[config.mk]
export PLATFORM = sky130hd
export DESIGN_NAME = gnss_position_line_parser
export DESIGN_NICKNAME = d
export VERILOG_FILES = /design/src/sv/gplp_pkg.sv /design/src/sv/gplp_scanner.sv /design/src/sv/gplp_convert.sv /design/src/sv/gnss_position_line_parser.sv
export SDC_FILE = /design/constraint.sdc
export NUM_CORES = 2
export LEC_CHECK = 0
export ABC_AREA = 1
export BUFFER_PORTS_ARGS = -buffer_cell sky130_fd_sc_hd__buf_2
export CAP_MARGIN = 20
export CORE_MARGIN = 1.5
export CORE_UTILIZATION = 45
export CTS_CLUSTER_SIZE = 24
export DETAILED_ROUTE_END_ITERATION = 10
export SLEW_MARGIN = 20
export SYNTH_ARGS = -nofsm -noshare
export SYNTH_HDL_FRONTEND = slang
export SYNTH_HIERARCHICAL = 1
export SYNTH_SLANG_ARGS = --single-unit
[constraint.sdc]
create_clock -name clk -period 39.6 [get_ports clk]
set_input_delay 1.98 -clock clk [delete_from_list [all_inputs] [get_ports clk]]
set_output_delay 1.98 -clock clk [all_outputs]
set_load 0.03 [all_outputs]
[src/sv/gplp_pkg.sv]
// ----------------------------------------------------------------------------
// gplp_pkg
// Shared types, widths and constants for the position line parser: parse
// phases, status codes, the snapshot control group and a power-of-ten table.
// ----------------------------------------------------------------------------
package gplp_pkg;

    // Default values of the top-level parameters.
    localparam int RESP_LIMIT_DEF  = 511;
    localparam int LINE_LIMIT_DEF  = 160;
    localparam int FRAC_DIGITS_DEF = 6;

    // Fixed widths of the accumulators and results.
    localparam int IP_W      = 17;   // coordinate integer part, up to 99999
    localparam int ALT_W     = 24;   // altitude magnitude in tenths
    localparam int ALT_OUT_W = 25;   // signed altitude result
    localparam int COORD_W   = 35;   // signed coordinate result
    localparam int E7_W      = 24;   // values up to 1e7

    // Parse phases of one response.
    typedef enum logic [2:0] {
        PH_SEARCH,
        PH_LEAD,
        PH_FIELDS,
        PH_COUNT,
        PH_DONE,
        PH_DEAD
    } phase_t;

    // Scan state of the number inside the current field.
    typedef enum logic [1:0] {
        NUM_IDLE,
        NUM_INT,
        NUM_FRAC,
        NUM_END
    } num_phase_t;

    // Result status codes.
    typedef logic [2:0] status_t;
    localparam status_t STAT_OK          = 3'd0;
    localparam status_t STAT_NO_HEADER   = 3'd1;
    localparam status_t STAT_LINE_LONG   = 3'd2;
    localparam status_t STAT_NO_FIX      = 3'd3;
    localparam status_t STAT_FEW_FIELDS  = 3'd4;
    localparam status_t STAT_EMPTY_COORD = 3'd5;
    localparam status_t STAT_OVERLONG    = 3'd6;

    // Control group that goes with a finished response.
    typedef struct packed {
        status_t    status;
        logic [1:0] neg;
        logic       alt_present;
        logic       alt_minus;
    } snap_ctrl_t;

    // Powers of ten from 1 to 1e7.
    function automatic logic [E7_W-1:0] pow10(input logic [2:0] n);
        case (n)
            3'd0:    return 24'd1;
            3'd1:    return 24'd10;
            3'd2:    return 24'd100;
            3'd3:    return 24'd1000;
            3'd4:    return 24'd10000;
            3'd5:    return 24'd100000;
            3'd6:    return 24'd1000000;
            3'd7:    return 24'd10000000;
            default: return 24'd1;
        endcase
    endfunction

endpackage

[src/sv/gplp_scanner.sv]
// ----------------------------------------------------------------------------
// gplp_scanner
// Byte-level scanner: finds the header, tracks the line, splits fields and
// accumulates coordinates and altitude. On the last byte of a response it
// presents a snapshot of the finished state and clears itself.
// ----------------------------------------------------------------------------
module gplp_scanner
    import gplp_pkg::*;
#(
    parameter int RESP_LIMIT  = RESP_LIMIT_DEF,
    parameter int LINE_LIMIT  = LINE_LIMIT_DEF,
    parameter int FRAC_DIGITS = FRAC_DIGITS_DEF,
    localparam int FP_W       = $clog2(10 ** FRAC_DIGITS)
)
(
    input  logic                       clk,
    input  logic                       rst_n,
    input  logic                       accept,
    input  logic [7:0]                 rx_byte,
    input  logic                       end_of_response,
    output logic                       snap_valid,
    output snap_ctrl_t                 snap_ctrl,
    output logic [1:0][IP_W-1:0]       snap_ip,
    output logic [1:0][FP_W-1:0]       snap_fp,
    output logic [ALT_W-1:0]           snap_alt
);

    localparam int CNT_W     = $clog2(RESP_LIMIT + 1);
    localparam int LEN_W     = $clog2(LINE_LIMIT + 1);
    localparam int FDC_W     = 3;
    localparam int HDR_LEN   = 10;
    localparam int INT_TRY_W = 20;
    localparam int ALT_TRY_W = 27;
    localparam int TERM_W    = 28;

    localparam logic [IP_W-1:0]  IP_MAX  = 17'd99999;
    localparam logic [ALT_W-1:0] ALT_CAP = 24'd9999999;

    localparam logic [3:0] FLD_LAT      = 4'd0;
    localparam logic [3:0] FLD_LAT_HEMI = 4'd1;
    localparam logic [3:0] FLD_LON      = 4'd2;
    localparam logic [3:0] FLD_LON_HEMI = 4'd3;
    localparam logic [3:0] FLD_ALT      = 4'd6;
    localparam logic [3:0] FLD_MAX      = 4'd15;

    localparam logic [7:0] CH_NUL   = 8'h00;
    localparam logic [7:0] CH_TAB   = 8'h09;
    localparam logic [7:0] CH_LF    = 8'h0A;
    localparam logic [7:0] CH_CR    = 8'h0D;
    localparam logic [7:0] CH_SPACE = 8'h20;
    localparam logic [7:0] CH_PLUS  = 8'h2B;
    localparam logic [7:0] CH_COMMA = 8'h2C;
    localparam logic [7:0] CH_MINUS = 8'h2D;
    localparam logic [7:0] CH_DOT   = 8'h2E;
    localparam logic [7:0] CH_S     = 8'h53;
    localparam logic [7:0] CH_W     = 8'h57;

    // Header text, one character per match position.
    function automatic logic [7:0] hdr_char(input logic [3:0] idx);
        case (idx)
            4'd0:    return 8'h2B;  // +
            4'd1:    return 8'h43;  // C
            4'd2:    return 8'h47;  // G
            4'd3:    return 8'h50;  // P
            4'd4:    return 8'h53;  // S
            4'd5:    return 8'h49;  // I
            4'd6:    return 8'h4E;  // N
            4'd7:    return 8'h46;  // F
            4'd8:    return 8'h4F;  // O
            4'd9:    return 8'h3A;  // :
            default: return 8'h00;
        endcase
    endfunction

    logic [CNT_W-1:0]        cnt_reg, cnt_next;
    logic [3:0]              hdr_reg, hdr_next;
    phase_t                  phase_reg, phase_next;
    logic [LEN_W-1:0]        len_reg, len_next;
    logic [3:0]              fpos_reg, fpos_next;
    logic [1:0][IP_W-1:0]    ip_reg, ip_next;
    logic [1:0][FP_W-1:0]    fp_reg, fp_next;
    logic [FDC_W-1:0]        fdc_reg, fdc_next;
    logic [1:0]              neg_reg, neg_next;
    logic [1:0]              nonempty_reg, nonempty_next;
    logic [ALT_W-1:0]        alt_reg, alt_next;
    logic                    alt_present_reg, alt_present_next;
    logic                    alt_minus_reg, alt_minus_next;
    status_t                 err_reg, err_next;
    num_phase_t              np_reg, np_next;

    logic                    byte_is_digit;
    logic                    byte_is_blank;
    logic                    byte_is_eol;
    logic [3:0]              digit;
    logic                    lane;
    logic [IP_W-1:0]         ip_cur;
    logic [FP_W-1:0]         fp_cur;
    logic [INT_TRY_W-1:0]    int_try;
    logic [FDC_W-1:0]        frac_idx;
    logic [TERM_W-1:0]       frac_term;
    logic [ALT_TRY_W-1:0]    alt_try;
    logic [LEN_W-1:0]        len_inc;
    logic                    field_go;
    status_t                 status;

    // Byte classes and the candidate values of the current field.
    assign byte_is_digit = (rx_byte >= 8'h30) && (rx_byte <= 8'h39);
    assign byte_is_blank = (rx_byte == CH_SPACE) || (rx_byte == CH_TAB);
    assign byte_is_eol   = (rx_byte == CH_CR) || (rx_byte == CH_LF) || (rx_byte == CH_NUL);
    assign digit         = rx_byte[3:0];
    assign lane          = fpos_reg[1];
    assign ip_cur        = lane ? ip_reg[1] : ip_reg[0];
    assign fp_cur        = lane ? fp_reg[1] : fp_reg[0];
    assign int_try       = INT_TRY_W'(ip_cur) * INT_TRY_W'(10) + INT_TRY_W'(digit);
    assign frac_idx      = FDC_W'(FRAC_DIGITS - 1) - fdc_reg;
    assign frac_term     = TERM_W'(digit) * TERM_W'(pow10(frac_idx));
    assign alt_try       = (np_reg == NUM_FRAC)
                         ? (ALT_TRY_W'(alt_reg) + ALT_TRY_W'(digit))
                         : (ALT_TRY_W'(alt_reg) * ALT_TRY_W'(10)
                            + ALT_TRY_W'(digit) * ALT_TRY_W'(10));
    assign len_inc       = len_reg + 1'b1;
    assign snap_valid    = accept && end_of_response;

    // Next state for one accepted byte, the snapshot, and the restart.
    always_comb
    begin
        cnt_next         = cnt_reg;
        hdr_next         = hdr_reg;
        phase_next       = phase_reg;
        len_next         = len_reg;
        fpos_next        = fpos_reg;
        ip_next          = ip_reg;
        fp_next          = fp_reg;
        fdc_next         = fdc_reg;
        neg_next         = neg_reg;
        nonempty_next    = nonempty_reg;
        alt_next         = alt_reg;
        alt_present_next = alt_present_reg;
        alt_minus_next   = alt_minus_reg;
        err_next         = err_reg;
        np_next          = np_reg;
        field_go         = 1'b0;
        status           = STAT_OK;

        if (accept && (cnt_reg < CNT_W'(RESP_LIMIT)))
        begin
            cnt_next = cnt_reg + 1'b1;
            unique case (phase_reg)
                PH_SEARCH:
                begin
                    if (rx_byte == CH_NUL)
                    begin
                        phase_next = PH_DEAD;
                    end
                    else if (rx_byte == hdr_char(hdr_reg))
                    begin
                        hdr_next = hdr_reg + 1'b1;
                        if (hdr_reg == 4'(HDR_LEN - 1))
                        begin
                            phase_next = PH_LEAD;
                            len_next   = LEN_W'(HDR_LEN);
                            if (HDR_LEN >= LINE_LIMIT)
                            begin
                                err_next   = STAT_LINE_LONG;
                                phase_next = PH_DONE;
                            end
                        end
                    end
                    else
                    begin
                        hdr_next = (rx_byte == CH_PLUS) ? 4'd1 : 4'd0;
                    end
                end
                PH_LEAD, PH_FIELDS, PH_COUNT:
                begin
                    if (byte_is_eol)
                    begin
                        phase_next = PH_DONE;
                    end
                    else
                    begin
                        len_next = len_inc;
                        if (len_inc >= LEN_W'(LINE_LIMIT))
                        begin
                            err_next   = STAT_LINE_LONG;
                            phase_next = PH_DONE;
                        end
                        else if ((phase_reg == PH_LEAD) && (rx_byte == CH_COMMA))
                        begin
                            err_next   = STAT_NO_FIX;
                            phase_next = PH_COUNT;
                        end
                        else if ((phase_reg == PH_LEAD) && !byte_is_blank)
                        begin
                            phase_next = PH_FIELDS;
                            field_go   = 1'b1;
                        end
                        else if (phase_reg == PH_FIELDS)
                        begin
                            field_go = 1'b1;
                        end
                    end
                end
                PH_DONE, PH_DEAD:
                begin
                end
                default:
                begin
                end
            endcase
        end

        // Field content: a comma moves to the next field position.
        if (field_go)
        begin
            if (rx_byte == CH_COMMA)
            begin
                if (fpos_reg != FLD_MAX)
                begin
                    fpos_next = fpos_reg + 1'b1;
                end
                np_next  = NUM_IDLE;
                fdc_next = '0;
            end
            else if ((fpos_reg == FLD_LAT) || (fpos_reg == FLD_LON))
            begin
                nonempty_next[lane] = 1'b1;
                if (np_reg != NUM_END)
                begin
                    if (byte_is_digit)
                    begin
                        if (np_reg == NUM_FRAC)
                        begin
                            // Fraction digits past the kept precision are dropped.
                            if (fdc_reg < FDC_W'(FRAC_DIGITS))
                            begin
                                fp_next[lane] = fp_cur + FP_W'(frac_term);
                                fdc_next      = fdc_reg + 1'b1;
                            end
                        end
                        else
                        begin
                            np_next = NUM_INT;
                            if (int_try > INT_TRY_W'(IP_MAX))
                            begin
                                if (err_reg == STAT_OK)
                                begin
                                    err_next = STAT_OVERLONG;
                                end
                            end
                            else
                            begin
                                ip_next[lane] = IP_W'(int_try);
                            end
                        end
                    end
                    else if (rx_byte == CH_DOT)
                    begin
                        np_next = (np_reg == NUM_FRAC) ? NUM_END : NUM_FRAC;
                    end
                    else if (!(byte_is_blank && (np_reg == NUM_IDLE)))
                    begin
                        np_next = NUM_END;
                    end
                end
            end
            else if ((fpos_reg == FLD_LAT_HEMI) || (fpos_reg == FLD_LON_HEMI))
            begin
                // Only the first character of a hemisphere field counts.
                if (np_reg == NUM_IDLE)
                begin
                    if ((rx_byte == CH_S) || (rx_byte == CH_W))
                    begin
                        neg_next[lane] = 1'b1;
                    end
                    np_next = NUM_END;
                end
            end
            else if (fpos_reg == FLD_ALT)
            begin
                alt_present_next = 1'b1;
                if (np_reg != NUM_END)
                begin
                    if (byte_is_digit)
                    begin
                        // One fraction digit is kept, the value saturates.
                        np_next  = (np_reg == NUM_FRAC) ? NUM_END : NUM_INT;
                        alt_next = (alt_try > ALT_TRY_W'(ALT_CAP)) ? ALT_CAP
                                                                   : ALT_W'(alt_try);
                    end
                    else if (rx_byte == CH_DOT)
                    begin
                        np_next = (np_reg == NUM_FRAC) ? NUM_END : NUM_FRAC;
                    end
                    else if ((np_reg == NUM_IDLE)
                             && ((rx_byte == CH_PLUS) || (rx_byte == CH_MINUS)))
                    begin
                        if (rx_byte == CH_MINUS)
                        begin
                            alt_minus_next = 1'b1;
                        end
                        np_next = NUM_INT;
                    end
                    else if (!(byte_is_blank && (np_reg == NUM_IDLE)))
                    begin
                        np_next = NUM_END;
                    end
                end
            end
        end

        // Status of the response as it stands after this byte.
        if ((phase_next == PH_SEARCH) || (phase_next == PH_DEAD))
        begin
            status = STAT_NO_HEADER;
        end
        else if ((err_next == STAT_LINE_LONG) || (err_next == STAT_NO_FIX))
        begin
            status = err_next;
        end
        else if (fpos_next < FLD_LON_HEMI)
        begin
            // Fewer than four fields.
            status = STAT_FEW_FIELDS;
        end
        else if (!nonempty_next[0] || !nonempty_next[1])
        begin
            status = STAT_EMPTY_COORD;
        end
        else
        begin
            status = err_next;
        end

        snap_ctrl.status      = status;
        snap_ctrl.neg         = neg_next;
        snap_ctrl.alt_present = alt_present_next;
        snap_ctrl.alt_minus   = alt_minus_next;
        snap_ip               = ip_next;
        snap_fp               = fp_next;
        snap_alt              = alt_next;

        // The last byte of a response starts the scanner over.
        if (accept && end_of_response)
        begin
            cnt_next         = '0;
            hdr_next         = '0;
            phase_next       = PH_SEARCH;
            len_next         = '0;
            fpos_next        = '0;
            ip_next          = '0;
            fp_next          = '0;
            fdc_next         = '0;
            neg_next         = '0;
            nonempty_next    = '0;
            alt_next         = '0;
            alt_present_next = 1'b0;
            alt_minus_next   = 1'b0;
            err_next         = STAT_OK;
            np_next          = NUM_IDLE;
        end
    end

    // Scanner state registers.
    always_ff @(posedge clk or negedge rst_n)
    begin
        if (!rst_n)
        begin
            cnt_reg         <= '0;
            hdr_reg         <= '0;
            phase_reg       <= PH_SEARCH;
            len_reg         <= '0;
            fpos_reg        <= '0;
            ip_reg          <= '0;
            fp_reg          <= '0;
            fdc_reg         <= '0;
            neg_reg         <= '0;
            nonempty_reg    <= '0;
            alt_reg         <= '0;
            alt_present_reg <= 1'b0;
            alt_minus_reg   <= 1'b0;
            err_reg         <= STAT_OK;
            np_reg          <= NUM_IDLE;
        end
        else
        begin
            cnt_reg         <= cnt_next;
            hdr_reg         <= hdr_next;
            phase_reg       <= phase_next;
            len_reg         <= len_next;
            fpos_reg        <= fpos_next;
            ip_reg          <= ip_next;
            fp_reg          <= fp_next;
            fdc_reg         <= fdc_next;
            neg_reg         <= neg_next;
            nonempty_reg    <= nonempty_next;
            alt_reg         <= alt_next;
            alt_present_reg <= alt_present_next;
            alt_minus_reg   <= alt_minus_next;
            err_reg         <= err_next;
            np_reg          <= np_next;
        end
    end

`ifndef SYNTHESIS
    // While searching, the match position stays inside the header text.
    a_hdr_in_range: assert property (@(posedge clk) disable iff (!rst_n)
        (phase_reg == PH_SEARCH) |-> (hdr_reg < 4'(HDR_LEN)))
        else $error("header match position out of range");

    // The last byte of a response leaves the scanner cleared.
    a_restart: assert property (@(posedge clk) disable iff (!rst_n)
        (accept && end_of_response) |=> ((phase_reg == PH_SEARCH) && (cnt_reg == '0)))
        else $error("scanner not cleared after end of response");

    // The fraction digit count never passes the kept precision.
    a_fdc_bound: assert property (@(posedge clk) disable iff (!rst_n)
        fdc_reg <= FDC_W'(FRAC_DIGITS))
        else $error("fraction digit count overrun");
`endif

endmodule

[src/sv/gplp_convert.sv]
// ----------------------------------------------------------------------------
// gplp_convert
// Pipeline that turns a finished response into the result item: splits the
// DDMM integer part, scales minutes to 1e-7 degree with rounding, applies the
// signs and holds the result in the output register.
// ----------------------------------------------------------------------------
module gplp_convert
    import gplp_pkg::*;
#(
    parameter int FRAC_DIGITS = FRAC_DIGITS_DEF,
    localparam int FP_W       = $clog2(10 ** FRAC_DIGITS)
)
(
    input  logic                        clk,
    input  logic                        rst_n,
    input  logic                        snap_valid,
    output logic                        snap_ready,
    input  snap_ctrl_t                  snap_ctrl,
    input  logic [1:0][IP_W-1:0]        snap_ip,
    input  logic [1:0][FP_W-1:0]        snap_fp,
    input  logic [ALT_W-1:0]            snap_alt,
    output logic                        result_valid,
    input  logic                        result_stall,
    output logic                        fix_valid,
    output logic [2:0]                  parse_status,
    output logic signed [COORD_W-1:0]   latitude_e7,
    output logic signed [COORD_W-1:0]   longitude_e7,
    output logic signed [ALT_OUT_W-1:0] altitude_dm,
    output logic                        altitude_present
);

    localparam int DEG_W        = 10;  // whole degrees, up to 999
    localparam int MIN_W        = 7;   // whole minutes, up to 99
    localparam int DEGE7_W      = 34;  // degrees times 1e7
    localparam int N_W          = 30;  // scaled minutes plus rounding half
    localparam int Q_W          = 24;  // minutes over 60
    localparam int DIV100_MUL_W = 18;
    localparam int DIV100_SHIFT = 24;
    localparam int DIV60_MUL_W  = 31;
    localparam int DIV60_SHIFT  = 36;

    // Reciprocals: exact floor division for all values in range.
    localparam logic [DIV100_MUL_W-1:0] DIV100_MUL = 18'd167773;
    localparam logic [DIV60_MUL_W-1:0]  DIV60_MUL  = 31'd1145324613;
    localparam logic [E7_W-1:0]         E7         = 24'd10000000;
    localparam logic [N_W-1:0]          ROUND_HALF = 30'd30;
    // Fraction units to 1e-7 minutes.
    localparam logic [E7_W-1:0]         FK_MUL     = pow10(3'(7 - FRAC_DIGITS));

    // Stage valid bits and ready chain.
    logic v1_reg, v2_reg, v3_reg, v4_reg, v5_reg, v6_reg;
    logic r1, r2, r3, r4, r5, r6;

    // Stage 1: snapshot.
    snap_ctrl_t                  ctrl1_reg;
    logic [1:0][IP_W-1:0]        ip1_reg;
    logic [1:0][FP_W-1:0]        fp1_reg;
    logic [ALT_W-1:0]            alt1_reg;
    // Stage 2: degrees split off.
    snap_ctrl_t                  ctrl2_reg;
    logic [1:0][IP_W-1:0]        ip2_reg;
    logic [1:0][FP_W-1:0]        fp2_reg;
    logic [1:0][DEG_W-1:0]       deg2_reg;
    logic [ALT_OUT_W-1:0]        alt2_reg;
    // Stage 3: minutes, scaled fraction and scaled degrees.
    snap_ctrl_t                  ctrl3_reg;
    logic [1:0][MIN_W-1:0]       min3_reg;
    logic [1:0][E7_W-1:0]        fk3_reg;
    logic [1:0][DEGE7_W-1:0]     dege7_3_reg;
    logic [ALT_OUT_W-1:0]        alt3_reg;
    // Stage 4: minutes in 1e-7 units plus half a divisor.
    snap_ctrl_t                  ctrl4_reg;
    logic [1:0][N_W-1:0]         n4_reg;
    logic [1:0][DEGE7_W-1:0]     dege7_4_reg;
    logic [ALT_OUT_W-1:0]        alt4_reg;
    // Stage 5: rounded minutes over 60.
    snap_ctrl_t                  ctrl5_reg;
    logic [1:0][Q_W-1:0]         q5_reg;
    logic [1:0][DEGE7_W-1:0]     dege7_5_reg;
    logic [ALT_OUT_W-1:0]        alt5_reg;
    // Output register.
    logic                        fix_valid_reg;
    status_t                     status_reg;
    logic [COORD_W-1:0]          lat_reg;
    logic [COORD_W-1:0]          lon_reg;
    logic [ALT_OUT_W-1:0]        alt_dm_reg;
    logic                        alt_present_reg;

    logic [1:0][IP_W+DIV100_MUL_W-1:0] deg_prod;
    logic [1:0][IP_W-1:0]              min_diff;
    logic [1:0][N_W+DIV60_MUL_W-1:0]   q_prod;
    logic [1:0][DEGE7_W-1:0]           mag;
    logic [1:0][COORD_W-1:0]           coord;
    logic                              res_ok;

    // A stage loads when it is empty or its content moves on.
    assign r6         = !v6_reg || !result_stall;
    assign r5         = !v5_reg || r6;
    assign r4         = !v4_reg || r5;
    assign r3         = !v3_reg || r4;
    assign r2         = !v2_reg || r3;
    assign r1         = !v1_reg || r2;
    assign snap_ready = r1;

    always_ff @(posedge clk or negedge rst_n)
    begin
        if (!rst_n)
        begin
            v1_reg <= 1'b0;
            v2_reg <= 1'b0;
            v3_reg <= 1'b0;
            v4_reg <= 1'b0;
            v5_reg <= 1'b0;
            v6_reg <= 1'b0;
        end
        else
        begin
            if (r1) v1_reg <= snap_valid;
            if (r2) v2_reg <= v1_reg;
            if (r3) v3_reg <= v2_reg;
            if (r4) v4_reg <= v3_reg;
            if (r5) v5_reg <= v4_reg;
            if (r6) v6_reg <= v5_reg;
        end
    end

    // Per-lane arithmetic between the stage registers.
    always_comb
    begin
        for (int i = 0; i < 2; i++)
        begin
            deg_prod[i] = (IP_W + DIV100_MUL_W)'(ip1_reg[i])
                        * (IP_W + DIV100_MUL_W)'(DIV100_MUL);
            min_diff[i] = ip2_reg[i] - IP_W'(IP_W'(deg2_reg[i]) * IP_W'(100));
            q_prod[i]   = (N_W + DIV60_MUL_W)'(n4_reg[i])
                        * (N_W + DIV60_MUL_W)'(DIV60_MUL);
            mag[i]      = dege7_5_reg[i] + DEGE7_W'(q5_reg[i]);
            coord[i]    = ctrl5_reg.neg[i] ? (COORD_W'(0) - COORD_W'(mag[i]))
                                           : COORD_W'(mag[i]);
        end
    end

    assign res_ok = (ctrl5_reg.status == STAT_OK);

    // Stage payload registers.
    always_ff @(posedge clk)
    begin
        if (r1)
        begin
            ctrl1_reg <= snap_ctrl;
            ip1_reg   <= snap_ip;
            fp1_reg   <= snap_fp;
            alt1_reg  <= snap_alt;
        end
        if (r2)
        begin
            ctrl2_reg <= ctrl1_reg;
            ip2_reg   <= ip1_reg;
            fp2_reg   <= fp1_reg;
            for (int i = 0; i < 2; i++)
            begin
                deg2_reg[i] <= deg_prod[i][DIV100_SHIFT +: DEG_W];
            end
            alt2_reg <= ctrl1_reg.alt_minus ? (ALT_OUT_W'(0) - ALT_OUT_W'(alt1_reg))
                                            : ALT_OUT_W'(alt1_reg);
        end
        if (r3)
        begin
            ctrl3_reg <= ctrl2_reg;
            for (int i = 0; i < 2; i++)
            begin
                min3_reg[i]    <= min_diff[i][MIN_W-1:0];
                fk3_reg[i]     <= E7_W'(E7_W'(fp2_reg[i]) * FK_MUL);
                dege7_3_reg[i] <= DEGE7_W'(deg2_reg[i]) * DEGE7_W'(E7);
            end
            alt3_reg <= alt2_reg;
        end
        if (r4)
        begin
            ctrl4_reg <= ctrl3_reg;
            for (int i = 0; i < 2; i++)
            begin
                n4_reg[i] <= N_W'(min3_reg[i]) * N_W'(E7) + N_W'(fk3_reg[i]) + ROUND_HALF;
            end
            dege7_4_reg <= dege7_3_reg;
            alt4_reg    <= alt3_reg;
        end
        if (r5)
        begin
            ctrl5_reg <= ctrl4_reg;
            for (int i = 0; i < 2; i++)
            begin
                q5_reg[i] <= q_prod[i][DIV60_SHIFT +: Q_W];
            end
            dege7_5_reg <= dege7_4_reg;
            alt5_reg    <= alt4_reg;
        end
        if (r6)
        begin
            fix_valid_reg   <= res_ok;
            status_reg      <= ctrl5_reg.status;
            lat_reg         <= res_ok ? coord[0] : '0;
            lon_reg         <= res_ok ? coord[1] : '0;
            alt_dm_reg      <= (res_ok && ctrl5_reg.alt_present) ? alt5_reg : '0;
            alt_present_reg <= res_ok && ctrl5_reg.alt_present;
        end
    end

    assign result_valid     = v6_reg;
    assign fix_valid        = fix_valid_reg;
    assign parse_status     = status_reg;
    assign latitude_e7      = $signed(lat_reg);
    assign longitude_e7     = $signed(lon_reg);
    assign altitude_dm      = $signed(alt_dm_reg);
    assign altitude_present = alt_present_reg;

`ifndef SYNTHESIS
    // A snapshot is only offered when the first stage can take it.
    a_snap_taken: assert property (@(posedge clk) disable iff (!rst_n)
        snap_valid |-> snap_ready)
        else $error("snapshot offered while the pipeline is full");

    // The fix flag agrees with the status code.
    a_fix_status: assert property (@(posedge clk) disable iff (!rst_n)
        result_valid |-> (fix_valid == (parse_status == STAT_OK)))
        else $error("fix flag and status disagree");

    // A failed parse reports all values as zero.
    a_fail_zero: assert property (@(posedge clk) disable iff (!rst_n)
        (result_valid && !fix_valid) |->
            ((latitude_e7 == '0) && (longitude_e7 == '0)
             && (altitude_dm == '0) && !altitude_present))
        else $error("nonzero values on a failed parse");
`endif

endmodule

[src/sv/gnss_position_line_parser.sv]
// A result item sits in the output register of the conversion pipeline
// and is held on the outputs until taken. Throughput: one byte item per
// cycle while byte_stall is low; the six-stage conversion pipeline
// lets input continue while up to six results wait on a stalled output.
// Reset: rst_n clears the scanner and all pipeline valid bits at once.
// ----------------------------------------------------------------------------
// gnss_position_line_parser
// Parses the position query answer of a modem byte by byte and gives one
// result item per response: status, latitude and longitude in 1e-7 degree
// and the optional altitude in tenths of a metre.
// ----------------------------------------------------------------------------
module gnss_position_line_parser
    import gplp_pkg::*;
#(
    parameter int RESP_LIMIT  = RESP_LIMIT_DEF,
    parameter int LINE_LIMIT  = LINE_LIMIT_DEF,
    parameter int FRAC_DIGITS = FRAC_DIGITS_DEF
)
(
    input  logic                        clk,
    input  logic                        rst_n,
    input  logic                        byte_valid,
    output logic                        byte_stall,
    input  logic [7:0]                  rx_byte,
    input  logic                        end_of_response,
    output logic                        result_valid,
    input  logic                        result_stall,
    output logic                        fix_valid,
    output logic [2:0]                  parse_status,
    output logic signed [COORD_W-1:0]   latitude_e7,
    output logic signed [COORD_W-1:0]   longitude_e7,
    output logic signed [ALT_OUT_W-1:0] altitude_dm,
    output logic                        altitude_present
);

    localparam int FP_W = $clog2(10 ** FRAC_DIGITS);

    logic                    accept;
    logic                    snap_valid;
    logic                    snap_ready;
    snap_ctrl_t              snap_ctrl;
    logic [1:0][IP_W-1:0]    snap_ip;
    logic [1:0][FP_W-1:0]    snap_fp;
    logic [ALT_W-1:0]        snap_alt;

    // Bytes are held off only when the conversion pipeline is full.
    assign byte_stall = !snap_ready;
    assign accept     = byte_valid && !byte_stall;

    gplp_scanner #(
        .RESP_LIMIT  (RESP_LIMIT),
        .LINE_LIMIT  (LINE_LIMIT),
        .FRAC_DIGITS (FRAC_DIGITS)
    ) u_scanner (
        .clk             (clk),
        .rst_n           (rst_n),
        .accept          (accept),
        .rx_byte         (rx_byte),
        .end_of_response (end_of_response),
        .snap_valid      (snap_valid),
        .snap_ctrl       (snap_ctrl),
        .snap_ip         (snap_ip),
        .snap_fp         (snap_fp),
        .snap_alt        (snap_alt)
    );

    gplp_convert #(
        .FRAC_DIGITS (FRAC_DIGITS)
    ) u_convert (
        .clk              (clk),
        .rst_n            (rst_n),
        .snap_valid       (snap_valid),
        .snap_ready       (snap_ready),
        .snap_ctrl        (snap_ctrl),
        .snap_ip          (snap_ip),
        .snap_fp          (snap_fp),
        .snap_alt         (snap_alt),
        .result_valid     (result_valid),
        .result_stall     (result_stall),
        .fix_valid        (fix_valid),
        .parse_status     (parse_status),
        .latitude_e7      (latitude_e7),
        .longitude_e7     (longitude_e7),
        .altitude_dm      (altitude_dm),
        .altitude_present (altitude_present)
    );

endmodule
Yosys cells after proc, flatten, opt, wreduce, memory -nomap -nowiden
Memories as Yosys holds them, arrays and structs flattened.
Cells that the tools add are included.
{ "op_classes": {"add_sub_neg": 21, "n_mul": 16, "n_div": 0, "magnitude_cmp": 10, "n_eq_ne": 34, "n_shift": 0, "mux": 149, "n_bitwise": 2, "reduce_logical": 61} }
{ "ops": {"columns": ["cell", "n"], "rows": [
  ["two-way mux 34 bit", 10],
  ["two-way mux 40 bit", 8],
  ["two-way mux 24 bit", 10],
  ["multiplier 30 x 31 -> 60 bit (second input constant)", 2],
  ["two-way mux 3 bit", 34],
  ["two-way mux 8 bit", 9],
  ["subtractor 1 x 34 -> 35 bit (first input constant)", 2],
  ["adder 34 x 24 -> 34 bit", 2],
  ["multiplier 17 x 18 -> 34 bit (second input constant)", 2],
  ["adder 30 x 24 -> 30 bit", 2],
  ["adder 30 x 5 -> 30 bit (second input constant)", 2],
  ["two-way mux 2 bit", 28],
  ["multiplier 10 x 17 -> 27 bit (second input constant)", 2],
  ["multiplier 20 x 3 -> 23 bit (second input constant)", 2],
  ["multiplier 7 x 17 -> 23 bit (second input constant)", 2],
  ["bitwise mux 40 bit", 1],
  ["equality test 8 x 6 -> 1 bit (second input constant)", 5],
  ["two-way mux 20 bit", 2],
  ["two-way mux 4 bit", 9],
  ["bitwise mux 34 bit", 1],
  ["two-way mux 17 bit", 2],
  ["adder 27 x 8 -> 27 bit", 1],
  ["greater-than comparator 27 x 24 -> 1 bit (second input constant)", 1],
  ["two-way mux 1 bit", 27],
  ["65 further kinds", 127]
]} }
{ "word_totals": {"reg_bits": 879, "latchBits": 0, "ram_bits": 0, "mem_bits_ro": 280, "input_bits": 13, "output_inout_bits": 102, "wordCells": 372, "memories": 2} }
{ "mem_list": {"columns": ["memory", "depth", "word_bits", "read_ports", "rd_clocked_by_memory_dff", "wr", "line", "source"], "rows": [
  ["(name not given)", 8, 21, 1, 0, 0, "gplp_pkg.sv:58", "case (n)"],
  ["(name not given)", 16, 7, 1, 0, 0, "gplp_scanner.sv:60", "case (idx)"]
]} }

Depth between registers and ports, before layout
{ "depth": {"word_depth": 21, "depth_mapped": 29, "mapped_depth_nobuf": 28} }

Hierarchy
Netlist, hierarchy kept.
{ "modules_own_cells": {"columns": ["module", "n_inst", "cells_each", "area_per_inst_um2", "seq_area_each_um2"], "rows": [
  ["gplp_convert", 1, 7395, 71059.4, 22101.2],
  ["gplp_scanner", 1, 2433, 15807.7, 3503.4],
  ["gnss_position_line_parser", 1, 3, 11.3, 0.0]
]} }

Least setup slack after synthesis
Ideal clock, no wire load.
{ "synth_timing": {"path_kind": "input -> output", "start": "input port result_stall", "end": "output port byte_stall", "arrival_time_ns": 16.195, "required_time_ns": 37.620, "path_slack_ns": 21.425, "path_stages": 10, "n_path_buf": 0, "path_cell_list": "nand2_1 -> nor2_1 -> inv_1 -> nor2_1 -> inv_1 -> nor2_1 -> inv_1 -> nor2_1 -> nand2_1 -> inv_1"} }
{ "synth_via": {"elab_chain_len": 8} }
{ "synth_lines": {"columns": ["element", "line", "source"], "rows": [
  ["from (decl)", "gnss_position_line_parser.sv:27", "input logic result_stall,"],
  ["logical NOT 1 bit", "gplp_convert.sv:97", "assign r6 = !v6_reg || !result_stall;"],
  ["logical OR 1 bit", "gplp_convert.sv:97", null],
  ["logical OR 1 bit", "gplp_convert.sv:98", "assign r5 = !v5_reg || r6;"],
  ["named net u_convert.r5", "gplp_convert.sv:52", "logic r1, r2, r3, r4, r5, r6;"],
  ["logical OR 1 bit", "gplp_convert.sv:99", "assign r4 = !v4_reg || r5;"],
  ["named net u_convert.r4", "gplp_convert.sv:52", null],
  ["logical OR 1 bit", "gplp_convert.sv:100", "assign r3 = !v3_reg || r4;"],
  ["named net u_convert.r3", "gplp_convert.sv:52", null],
  ["logical OR 1 bit", "gplp_convert.sv:101", "assign r2 = !v2_reg || r3;"],
  ["logical OR 1 bit", "gplp_convert.sv:102", "assign r1 = !v1_reg || r2;"],
  ["named net snap_ready", "gnss_position_line_parser.sv:40", "logic snap_ready;"],
  ["logical NOT 1 bit", "gnss_position_line_parser.sv:47", "assign byte_stall = !snap_ready;"],
  ["to (decl)", "gnss_position_line_parser.sv:23", "output logic byte_stall,"]
]} }
The timed path passes the listed nets, and every way through them passes these cells.

Worst setup path after layout
{ "layout_timing": {"start": "input port result_stall", "end": "output port byte_stall"} }
{ "layout_via": {"elab_chain_len": 8} }
{ "layout_lines": {"columns": ["element", "line"], "rows": [
  ["logical NOT 1 bit", "gplp_convert.sv:97"],
  ["logical OR 1 bit", "gplp_convert.sv:97"],
  ["named net u_convert.r6", "gplp_convert.sv:52"],
  ["logical OR 1 bit", "gplp_convert.sv:98"],
  ["named net u_convert.r5", "gplp_convert.sv:52"],
  ["logical OR 1 bit", "gplp_convert.sv:99"],
  ["named net u_convert.r4", "gplp_convert.sv:52"],
  ["logical OR 1 bit", "gplp_convert.sv:100"],
  ["named net u_convert.r3", "gplp_convert.sv:52"],
  ["logical OR 1 bit", "gplp_convert.sv:101"],
  ["logical OR 1 bit", "gplp_convert.sv:102"],
  ["named net snap_ready", "gnss_position_line_parser.sv:40"],
  ["logical NOT 1 bit", "gnss_position_line_parser.sv:47"]
]} }
The timed path passes the listed nets, and every way through them passes these cells.

==> flow_summary.json <==
{
  "ys_ff_latch": 877,
  "max_freq_mhz": 129,
  "p_comb_frac": 0.547,
  "final.min_clock_period_ps": 7720,
  "cpMostUsedCell": "nor2_1",
  "worst-setup-path-type": "input pin to output port",
  "synth_nets": 11800,
  "clock_sinks": 877,
  "synth_top_area_frac": 0.253,
  "die_y_um": 442,
  "post-route-period-util": 0.195,
  "outcome": "finished clean",
  "final.setup.tns_ps": 0,
  "first_pass_iters": 6,
  "clkSlewWorstSetupHoldPaths_ps": 60,
  "crit_chain": "buf_2 > nand2_4 > nor2_1 > inv_6 > nor2_1 > inv_6 > nor2_1 > inv_6 > nor2_1 > nand2_4 > inv_1 > buf_2",
  "critical_path_arrival_ps": 5740,
  "areaGrowthSynthToFinish_pct": 7.78,
  "fp-row-count": 161,
  "maxSlewHeadroom": 0.294,
  "wl_um": 221000,
  "cts_tree": "done",
  "p_leak_nw": 51.0,
  "stdcell_count": 12600,
  "ys.flop_type": "edfxtp_1",
  "syn-mean-instance-area_um2": 8.84,
  "synth.top_cells.by_count": "inv_1, nand2_1, ha_1",
  "core_um2": 192000,
  "worstMarginPinSlew_ps": 1060,
  "pwr-share-clk": 0.200,
  "synthArstFlopShare": 0.166,
  "synthTopCellsByArea": "edfxtp_1, ha_1, fa_1, inv_1, nand2_1",
  "placed_cells": 12400,
  "netlist_area_um2": 86900,
  "yosys_warnings": 6,
  "via_per_inst": 5.12,
  "first_iter_violations": 3725,
  "synth.most_common_cell": "inv_1",
  "seqPwrFrac": 0.253,
  "crit_path_end_kind": "output port",
  "clock_latency_ps": 750,
  "cpMaxStageDelayCell": "inv_6",
  "path_max_fanout": 88,
  "min_path_type": "flop to flop",
  "clock_path_buffers": 3,
  "synth_cell_types": 65,
  "grt_antenna_before_repair": 4,
  "die_area_um2": 196000,
  "grt_pass1_wl_um": 352000,
  "switchingPower_w": 0.00211,
  "drv_slew": 0,
  "synth_edf_count": 731,
  "die_w_um": 442,
  "rsz0062_at_grt": "no",
  "cts_htree_levels": 3,
  "p_sw_frac": 0.461,
  "synth.yosys.seq_area_share": 0.295,
  "cts_inserted_buffers": 95,
  "crit_required_ps": 37620,
  "gp_congestion": 0.923,
  "grt_usage": 0.226,
  "drcViolationCount": 0,
  "setup_violations": 0,
  "cts_hold_buf": 0,
  "wire_per_inst_um": 17.6,
  "max_cap_viol_count": 0,
  "fin_nets": 12000,
  "startpoint_type": "input pin",
  "io_buffers": 114,
  "dpl.hpwl_um": 184000,
  "final_antenna_net_count": 0,
  "largest_reg_flops": 58,
  "num_io_pins": 115,
  "cts-resized-gates": 0,
  "max-vdd-ir-drop_uv": 55.0,
  "drive_above_1_share": 0.0468,
  "skew_ps": 60.5,
  "vias": 64500,
  "critPathMaxStageDelay_ps": 580,
  "overflow": 0,
  "cts_setup_buffers": 0,
  "hold_violations": 0,
  "synth_cells": 9831,
  "grt_pass1_vias": 64800,
  "root_buffer": "clkbuf_16",
  "grt_start_max_net_pins": 89,
  "antenna_cells": 0,
  "yosys.area.top_type": "edfxtp_1",
  "p_int_w": 0.00246,
  "start_util": 0.452,
  "power_density_nw_per_um2": 48.8
}
==> per-stage QoR <==
stage	cell area (um^2)	utilization	hold slack, ps	total power [W]	setup WS, ps
after floorplan	86900	-	400	0.00291	21420
after global placement	90400	0.470	400	0.00364	31040
after detailed placement	90400	0.470	405	0.00363	30960
after CTS	93600	0.487	395	0.00459	31620
after global routing	93600	0.487	414	0.00497	31160
final	93600	0.487	394	0.00457	31880
==> worst max-delay path, delay by kind of cell <==
kind / cells / cell delay [ps]
buffers and inverters: 6 / 1900
AND/OR/NAND/NOR: 6 / 1760
==> per-layer routing <==
layer | global-route usage | part of all wire | wire length [um] | vias to the layer above
met5 | 0 | 0 | 0 | -
met4 | 0.0473 | 0.020 | 4530 | 0
met1 | 0.320 | 0.48 | 107000 | 30600
met2 | 0.374 | 0.46 | 102000 | 1206
li1 | - | - | - | 32400
met3 | 0.0205 | 0.035 | 7770 | 222
==> area by class of cell <==
type	count	area (um^2)
clock buffers	107	2440
clock inverters	71	787
fillers	18400	98500
inverters	1941	7310
multi-input cells	6935	53600
flip-flops and latches	877	25600
well taps	2526	3160
repair buffers	133	719
==> kinds of logic (layout without fill, tap and decap cells) <==
family,after synthesis,in the layout,synth area share
buf+inv,2019,2252,0.0884
compound gates,1203,1203,0.0774
flops,877,877,0.295
simple gates,3393,3393,0.165
fa+ha+maj,1995,1995,0.339
xor+xnor,342,342,0.0347
mux,2,2,0.000230
==> power groups by stage <==
stage	Clock (W)	Combinational [W]	Sequential, W
global placement	0	0.00246	0.00118
detailed placement	0	0.00245	0.00118
floorplan	0	0.00171	0.00120
finish	0.000916	0.00250	0.00116
CTS	0.000941	0.00249	0.00116
global route	0.000975	0.00283	0.00117
==> path summary, 6_finish.rpt <==
check	from	to	slack [ps]	depth (start not counted)
max	result_stall	byte_stall	31880	12
min	u_convert/dege7_4_reg[55]	u_convert/dege7_5_reg[55]	390	0
max reg2reg	u_convert/result_valid	u_scanner/fdc_reg[0]	32860	20
min reg2reg	u_convert/dege7_4_reg[55]	u_convert/dege7_5_reg[55]	390	0
max in group asynchronous	rst_n	u_scanner/cnt_reg[1]	37030	2
min in group asynchronous	rst_n	u_scanner/len_reg[5]	1170	1
==> placed cells by master (no fill, tap or decap), types with 12 or more instances in the layout <==
master | netlist | routed
nor4_1 | 33 | 33
clkinv_1 | 2 | 18
a211oi_1 | 28 | 28
clkinvlp_4 | 0 | 13
o211ai_1 | 21 | 21
a21o_1 | 45 | 45
fa_1 | 601 | 601
clkbuf_16 | 0 | 96
inv_2 | 17 | 17
nand2_2 | 60 | 60
xor2_1 | 236 | 236
ha_1 | 1394 | 1394
nor2_2 | 25 | 25
a31oi_1 | 61 | 61
nor2_1 | 715 | 715
o21a_1 | 28 | 28
nand4_1 | 92 | 92
nor2_4 | 12 | 12
o31ai_1 | 14 | 14
and2_1 | 12 | 12
nand2_1 | 1838 | 1836
dfrtp_1 | 146 | 146
nand3b_1 | 14 | 14
inv_1 | 1922 | 1918
o21bai_1 | 34 | 34
nor3_1 | 108 | 107
a21oi_1 | 579 | 579
nand3_1 | 426 | 426
buf_2 | 11 | 113
edfxtp_1 | 731 | 731
o21ai_0 | 324 | 324
a21boi_0 | 23 | 23
xnor2_1 | 103 | 103
buf_4 | 5 | 19
clkinv_2 | 0 | 14
or2_2 | 23 | 23
(Power assumes the default switching activity.)
